$ cat config.mk
export PLATFORM = sky130hd
export DESIGN_NAME = tw_odo_cordic_chain
export DESIGN_NICKNAME = d
export VERILOG_FILES = /design/src/sv/tw_odo_pkg.sv /design/src/sv/tw_odo_cordic_cell.sv /design/src/sv/tw_odo_cordic_chain.sv
export SDC_FILE = /design/constraint.sdc
export NUM_CORES = 2
export LEC_CHECK = 0
export BUFFER_PORTS_ARGS = -buffer_cell sky130_fd_sc_hd__buf_2
export CORE_MARGIN = 1
export CORE_UTILIZATION = 40
export CTS_CLUSTER_SIZE = 20
export DETAILED_ROUTE_END_ITERATION = 10
export MAX_ROUTING_LAYER = met4
export PLACE_DENSITY = 0.59
export SKIP_CTS_REPAIR_TIMING = 1
export SLEW_MARGIN = 10
export SYNTH_ARGS = -nofsm -noshare
export SYNTH_HDL_FRONTEND = slang
export SYNTH_SLANG_ARGS = --single-unit
$ cat constraint.sdc
create_clock -name i_clk -period 5.66 [get_ports i_clk]
set_input_delay 0.849 -clock i_clk [delete_from_list [all_inputs] [get_ports i_clk]]
set_output_delay 0.849 -clock i_clk [all_outputs]
set_load 0.02 [all_outputs]
$ cat src/sv/tw_odo_pkg.sv
// Shared types and constants of the three wheel odometry core.
package tw_odo_pkg;

    localparam int DATA_W      = 32;
    localparam int ANGLE_W     = 33;
    localparam int SUM_MAG_W   = 34;
    localparam int DS_MAG_W    = 33;
    localparam int DIST_W      = 49;
    localparam int TM_W        = 34;
    localparam int TERM_W      = 53;
    localparam int INC_W       = 54;
    localparam int CFG_INDEX_W = 1;
    localparam int ATAN_DEPTH  = 24;

    localparam logic [CFG_INDEX_W-1:0] CFG_DISTANCE = 1'd0;
    localparam logic [CFG_INDEX_W-1:0] CFG_HEADING  = 1'd1;

    localparam logic [DATA_W-1:0] DISTANCE_RESET = 32'd149922630;
    localparam logic [DATA_W-1:0] HEADING_RESET  = 32'd1988410;

    localparam logic signed [DATA_W-1:0] CORDIC_GAIN = 32'sd652032875;

    localparam logic [DATA_W-1:0] ATAN_TABLE [0:ATAN_DEPTH-1] = '{
        32'd536870912, 32'd316933406, 32'd167458907, 32'd85004756,
        32'd42667331,  32'd21354465,  32'd10679838,  32'd5340245,
        32'd2670163,   32'd1335087,   32'd667544,    32'd333772,
        32'd166886,    32'd83443,     32'd41722,     32'd20861,
        32'd10430,     32'd5215,      32'd2608,      32'd1304,
        32'd652,       32'd326,       32'd163,       32'd81
    };

    typedef struct packed {
        logic                        valid;
        logic [1:0]                  quad;
        logic signed [DATA_W-1:0]    x;
        logic signed [DATA_W-1:0]    y;
        logic signed [ANGLE_W-1:0]   z;
    } t_cordic;

    typedef enum logic [3:0] {
        ST_IDLE,
        ST_HEAD,
        ST_FWD_LO,
        ST_FWD_HI,
        ST_SIDE_LO,
        ST_SIDE_HI,
        ST_SIDE_ADD,
        ST_TRIG_WAIT,
        ST_PROD,
        ST_SAT,
        ST_DONE
    } t_state;

endpackage

$ cat src/sv/tw_odo_cordic_cell.sv
// One CORDIC rotation cell with a fixed shift, registered toward its neighbor.
module tw_odo_cordic_cell #(
    parameter int STEP = 0
) (
    input  logic                i_clk,
    input  logic                i_rst_n,
    input  tw_odo_pkg::t_cordic i_stage,
    output tw_odo_pkg::t_cordic o_stage
);

    logic signed [tw_odo_pkg::DATA_W-1:0]  w_xs;
    logic signed [tw_odo_pkg::DATA_W-1:0]  w_ys;
    logic signed [tw_odo_pkg::ANGLE_W-1:0] w_atan;
    tw_odo_pkg::t_cordic                   n_stage;
    tw_odo_pkg::t_cordic                   r_stage;

    assign w_xs   = i_stage.x >>> STEP;
    assign w_ys   = i_stage.y >>> STEP;
    assign w_atan = $signed({1'b0, tw_odo_pkg::ATAN_TABLE[STEP]});

    always_comb begin
        n_stage       = i_stage;
        if (!i_stage.z[tw_odo_pkg::ANGLE_W-1]) begin
            n_stage.x = i_stage.x - w_ys;
            n_stage.y = i_stage.y + w_xs;
            n_stage.z = i_stage.z - w_atan;
        end else begin
            n_stage.x = i_stage.x + w_ys;
            n_stage.y = i_stage.y - w_xs;
            n_stage.z = i_stage.z + w_atan;
        end
    end

    always_ff @(posedge i_clk) begin
        r_stage <= n_stage;
        if (!i_rst_n) begin
            r_stage.valid <= 1'b0;
        end
    end

    assign o_stage = r_stage;

endmodule

$ cat src/sv/tw_odo_cordic_chain.sv
// Row of CORDIC cells that turns a heading into its cosine and sine.
module tw_odo_cordic_chain #(
    parameter int TRIG_STEPS = 16
) (
    input  logic                                 i_clk,
    input  logic                                 i_rst_n,
    input  logic                                 i_start,
    input  logic [tw_odo_pkg::DATA_W-1:0]        i_heading,
    output logic                                 o_valid,
    output logic signed [tw_odo_pkg::DATA_W-1:0] o_cos,
    output logic signed [tw_odo_pkg::DATA_W-1:0] o_sin
);

    tw_odo_pkg::t_cordic w_link [0:TRIG_STEPS];
    tw_odo_pkg::t_cordic w_last;

    always_comb begin
        w_link[0].valid = i_start;
        w_link[0].quad  = i_heading[tw_odo_pkg::DATA_W-1 -: 2];
        w_link[0].x     = tw_odo_pkg::CORDIC_GAIN;
        w_link[0].y     = '0;
        w_link[0].z     = $signed({3'b000, i_heading[tw_odo_pkg::DATA_W-3:0]});
    end

    for (genvar i = 0; i < TRIG_STEPS; i++) begin : g_cell
        tw_odo_cordic_cell #(
            .STEP (i)
        ) u_cell (
            .i_clk   (i_clk),
            .i_rst_n (i_rst_n),
            .i_stage (w_link[i]),
            .o_stage (w_link[i+1])
        );
    end

    assign w_last  = w_link[TRIG_STEPS];
    assign o_valid = w_last.valid;

    always_comb begin
        unique case (w_last.quad)
            2'd0: begin
                o_cos = w_last.x;
                o_sin = w_last.y;
            end
            2'd1: begin
                o_cos = -w_last.y;
                o_sin = w_last.x;
            end
            2'd2: begin
                o_cos = -w_last.x;
                o_sin = -w_last.y;
            end
            default: begin
                o_cos = w_last.y;
                o_sin = -w_last.x;
            end
        endcase
    end

endmodule

Word-level counts from Yosys, hierarchy flattened
Cells that the tools add are included.
{"block": "totals", "ff_bits": 1501, "output_inout_bits": 65}
{"block": "op_classes", "muxes": 17, "n_reduce_logical": 1, "add_sub_neg": 89, "n_eq_ne": 2}
{"cell": "$mux 97", "count": 14}
{"cell": "$pmux 32 s3", "count": 2}
{"cell": "$add 32x29->32", "count": 3}
{"cell": "$sub 32x29->32", "count": 3}
{"cell": "$mux 95", "count": 1}
{"cell": "$add 32x17->32", "count": 2}
{"cell": "$add 32x18->32", "count": 2}
{"cell": "$add 32x19->32", "count": 2}
{"cell": "$add 32x20->32", "count": 2}
{"cell": "$add 32x21->32", "count": 2}
{"cell": "$add 32x22->32", "count": 2}
{"cell": "$add 32x23->32", "count": 2}
{"cell": "$add 32x24->32", "count": 2}
{"cell": "$add 32x25->32", "count": 2}
{"cell": "$add 32x26->32", "count": 2}
{"cell": "$add 32x27->32", "count": 2}
{"cell": "$add 32x28->32", "count": 2}
{"cell": "$neg 32->32", "count": 2}
{"cell": "$sub 32x17->32", "count": 2}
{"cell": "$sub 32x18->32", "count": 2}
{"cell": "$sub 32x19->32", "count": 2}
{"cell": "$sub 32x20->32", "count": 2}
{"cell": "$sub 32x21->32", "count": 2}
{"cell": "$sub 32x22->32", "count": 2}
{"cell": "other kinds (42)", "count": 48}

Logic depth before layout (Yosys ltp)
{"block": "depth", "ltp_word": 2, "mapped_depth": 22, "mapped_depth_nobuf": 22}

Hierarchy
From an unflattened synthesis, not the netlist that was laid out.
{"block": "hier_totals", "cells_unflattened": 15843, "hier_area_um2": 131159.5}
{"mod": "tw_odo_cordic_cell (g_cell[3].u_cell)", "cells_per_inst": 1022, "area_each_um2": 8333.0, "instances": 1}
{"mod": "tw_odo_cordic_cell (g_cell[4].u_cell)", "cells_per_inst": 1009, "area_each_um2": 8274.2, "instances": 1}
{"mod": "tw_odo_cordic_cell (g_cell[6].u_cell)", "cells_per_inst": 974, "area_each_um2": 8224.1, "instances": 1}
{"mod": "tw_odo_cordic_cell (g_cell[7].u_cell)", "cells_per_inst": 967, "area_each_um2": 8130.3, "instances": 1}
{"mod": "tw_odo_cordic_cell (g_cell[8].u_cell)", "cells_per_inst": 976, "area_each_um2": 8100.3, "instances": 1}
{"mod": "tw_odo_cordic_cell (g_cell[2].u_cell)", "cells_per_inst": 977, "area_each_um2": 8077.7, "instances": 1}
{"mod": "tw_odo_cordic_cell (g_cell[9].u_cell)", "cells_per_inst": 957, "area_each_um2": 8046.5, "instances": 1}
{"mod": "tw_odo_cordic_cell (g_cell[13].u_cell)", "cells_per_inst": 949, "area_each_um2": 8040.2, "instances": 1}
{"mod": "tw_odo_cordic_cell (g_cell[5].u_cell)", "cells_per_inst": 963, "area_each_um2": 8035.2, "instances": 1}
{"mod": "tw_odo_cordic_cell (g_cell[11].u_cell)", "cells_per_inst": 954, "area_each_um2": 7988.9, "instances": 1}
{"mod": "tw_odo_cordic_cell (g_cell[12].u_cell)", "cells_per_inst": 951, "area_each_um2": 7910.1, "instances": 1}
{"mod": "tw_odo_cordic_cell (g_cell[10].u_cell)", "cells_per_inst": 937, "area_each_um2": 7850.0, "instances": 1}
{"mod": "tw_odo_cordic_cell (g_cell[1].u_cell)", "cells_per_inst": 924, "area_each_um2": 7768.7, "instances": 1}
{"mod": "tw_odo_cordic_cell (g_cell[0].u_cell)", "cells_per_inst": 967, "area_each_um2": 7636.1, "instances": 1}
{"mod": "+3 rows"}

Worst setup path after synthesis
No wires, ideal clock.
{"block": "synth_timing", "path_type": "reg2reg", "startpoint": "register g_cell[1].u_cell.o_stage[31] (netlist name)", "endpoint": "register g_cell[2].u_cell.r_stage, in the netlist g_cell[2].u_cell.o_stage[30]", "arrival_ps": 4442, "path_buffers": 2, "path_stages_with_launch": 15, "required_time_ps": 5588, "setup_slack_ps": 1147, "setup_time_ps": 72, "cell_sequence": "dfxtp_1 > clkbuf_1 > inv_1 > clkbuf_1 > fa_1 > nor2b_1 > o31ai_1 > a31oi_1 > o21ai_0 > o41ai_1 > a21oi_1 > a2111oi_0 > o21ai_0 > nand2b_1 > xor2_1"}
{"element": "end signal, assigned", "line": "tw_odo_cordic_cell.sv:35", "text": "r_stage <= n_stage;"}
{"element": "end, declared", "line": "tw_odo_cordic_cell.sv:15", "text": "tw_odo_pkg::t_cordic r_stage;"}

Worst setup path after layout
{"block": "layout_timing", "startpoint": "register g_cell[15].u_cell.r_stage, in the netlist g_cell[15].u_cell.o_stage[34]", "endpoint": "output o_cos[25] in the netlist's numbering"}
{"block": "layout_via", "elab_chain_cells": 2}
{"element": "start, declared", "line": "tw_odo_cordic_cell.sv:15"}
{"element": "start signal, assigned", "line": "tw_odo_cordic_cell.sv:35"}
{"element": "$neg 32->32", "line": "tw_odo_cordic_chain.sv:46", "text": "o_cos = -w_last.y;"}
{"element": "$pmux 32 s3", "line": "tw_odo_cordic_chain.sv:40", "text": "unique case (w_last.quad)"}
{"element": "end, declared", "line": "tw_odo_cordic_chain.sv:10", "text": "output logic signed [tw_odo_pkg::DATA_W-1:0] o_cos,"}
Every way passes these cells.

==> results.txt <==
maximum fanout along the worst path: 6
number of sinks driven by the clock tree: 1,404
period utilization: 91.3%
CTS Buffer Depth: 3
#FFs+latches synth: 1,404
clock transition at the register clock pins on the worst setup and hold paths after CTS: 60 ps
leftover overflow at the end of global routing: 0
number of global-route vias before repair: 82,700
die height: 514 µm
H-tree levels: 4
total length of routed wires: 282,000 µm
Fill cells: 25,900
Clock Root Buffer: clkbuf_16
Final HPWL DP: 229,000 µm
Starting Density: 40.3%
flip-flop cell with the highest count after synthesis: dfxtp_1
die area: 0.264 mm²
gate count of the mapped netlist: 12,400
number of buffers added on ports: 99
category of the worst setup path launch point: flop
transition time at the pin with the least slew margin: 1220 ps
Rows: 187
Post-route DRC: 0
number of antenna violations at the first check in global routing: 8
final setup violation count: 0
Hold Path Stages: 1
area of the placeable core: 0.260 mm²
top layer used by detailed routing: met4
critical path class: flop to primary output
number of buffers created by CTS: 165
Yosys warning count: 0
most frequent cells in the layout: a21oi_1, dfxtp_1, ha_1
Area growth, synth to finish: 9.97%
worst path required time: 4810 ps
TritonCTS clock tree: built
fmax: 0.193 GHz
global placer's final weighted congestion: 0.933
cell depth of the worst flop-to-flop path: 21
Yosys cell types: 89
first-pass GRT wire length: 451,000 µm
width of the die: 514 µm
Tmin final: 5170 ps
mean instance size in the synthesized netlist: 8.45 µm²
I/O pin total: 100
arrival time of the worst setup path: 4320 ps
drt first-iter violations: 5,738
Antenna Nets Post-Route: 0
sequential cell area: 0.0281 mm²
Relative slew margins: 17.6%
async set-reset flop share out of synthesis: 0%
Met1 Wirelength: 135,000 µm
number of nets in the final layout: 13,900
detailed-routed wire length on met3: 10,800 µm
number of maximum-capacitance constraint violations: 0
netlist area before placement: 0.105 mm²
area taken by multi-input logic gates: 0.0739 mm²
First-pass DRT Iterations: 6
most common cell after layout, fill and taps aside: a21oi_1
layout cells sized above 1: 4.98%
routed wire length on met2: 129,000 µm
detailed-route vias per instance: 5.42
Sum Neg Setup Slack: 0 ps
total via count in the routed design: 87,400
Worst-Skew Late Latency: 850 ps
setup repair after global routing missed its margin: no
flip-flop count of the largest register, all copies and words added: 1,404
register area share after synthesis: 26.8%
WL per Instance: 17.5 µm
number of enable-type register cells in the synthesized netlist: 0
outcome: complete, no violations
Max Slew Vio Count: 0
Synth Net Count: 13,800
Layout Skew: 30.3 ps
Worst Hold Class: input port to flop
total track usage: 21.5%
sort of element at the end of the critical path: primary output
number of hold violations in the final report: 0
pin count of the biggest net entering global routing: 66
## worst max-delay path, stage by stage (launching register included)
cell and delay, ps:
dfxtp_1 330, or2_1 260, or4_4 440, or3_4 390
nor4_4 420, nand2_2 110, or2_4 290, nor3_1 540
a21oi_1 170, xnor2_1 170, a21oi_1 190, buf_2 200
## cells by family (layout without fill, tap and decap cells)
family                   Yosys count  after routing  synth area share [%]
AO/OA/AOI/OAI                   3867           3867                  23.2
XOR/XNOR                        1763           1763                  14.8
adder cells (fa/ha/maj)         1403           1403                  17.0
buffers and inverters            708            936                  2.55
flip-flops                      1404           1404                  26.8
multiplexers                      98             98                  1.03
other                              0              4                     0
AND/OR/NAND/NOR                 3150           3150                  14.6
## stage by stage
stage | util (%) | instances | area, µm² | setup WS (ps) | hold slack [ps]
after floorplan | - | 12400 | 105000 | 1150 | 310
after global placement | 42.0 | 15800 | 109000 | 767 | 310
after detailed placement | 42.0 | 15800 | 109000 | 808 | 312
after CTS | 44.3 | 16100 | 115000 | 417 | 24.0
after global routing | 44.3 | 16100 | 115000 | 269 | 55.0
final | 44.3 | 16100 | 115000 | 490 | 98.0
## cell type report
type	instances	area share, %
Sequential cell	1404	24.4
Timing Repair Buffer	166	0.911
Inverter	463	1.51
Antenna cell	4	0.00870
Tap cell	3496	3.80
Clock buffer	201	3.89
Clock inverter	106	1.24
Multi-Input combinational cell	10300	64.2
## synth_stat cells, types with 54 or more instances
master	number	area share [%]
nor4_1	76	0.45
nand2_1	659	2.4
and2_1	93	0.56
clkbuf_1	201	0.72
nor2b_1	189	1.1
o21a_1	163	1.2
nor3_1	287	1.4
a211oi_1	110	0.79
nor2_1	1000	3.6
xor2_1	597	5.0
o31ai_1	62	0.44
nand2b_1	193	1.2
a31oi_1	153	0.91
a21oi_1	1425	6.8
xnor2_1	1166	9.8
or3_1	74	0.44
nand3_1	200	0.96
ha_1	1364	16
nand4_1	97	0.58
inv_1	459	1.6
dfxtp_1	1404	27
a21o_1	652	4.7
and3_1	93	0.56
o21ai_0	629	3.0
o21bai_1	168	1.2
o211ai_1	78	0.56
mux2_2	54	0.58
## final timing paths
kind              slack, ps                            to                          start
setup reg to reg        760  g_cell[5].u_cell.o_stage[64]   g_cell[4].u_cell.o_stage[70]
hold reg to reg         320   g_cell[3].u_cell.o_stage[0]    g_cell[2].u_cell.o_stage[0]
setup / recovery        490                     o_cos[25]  g_cell[15].u_cell.o_stage[34]
hold / removal          100  g_cell[0].u_cell.o_stage[27]                  i_heading[27]
## per-layer routing
| metal | GRT usage, % | up-vias |
|---|---|---|
| li1 | - | 44800 |
| met4 | 6.10 | 0 |
| met2 | 35.2 | 1572 |
| met1 | 28.1 | 40600 |
| met3 | 2.11 | 350 |
| met5 | - | - |
Power is not shown: default switching activity piles up to over one toggle a cycle in this logic, so the estimate is an artifact.
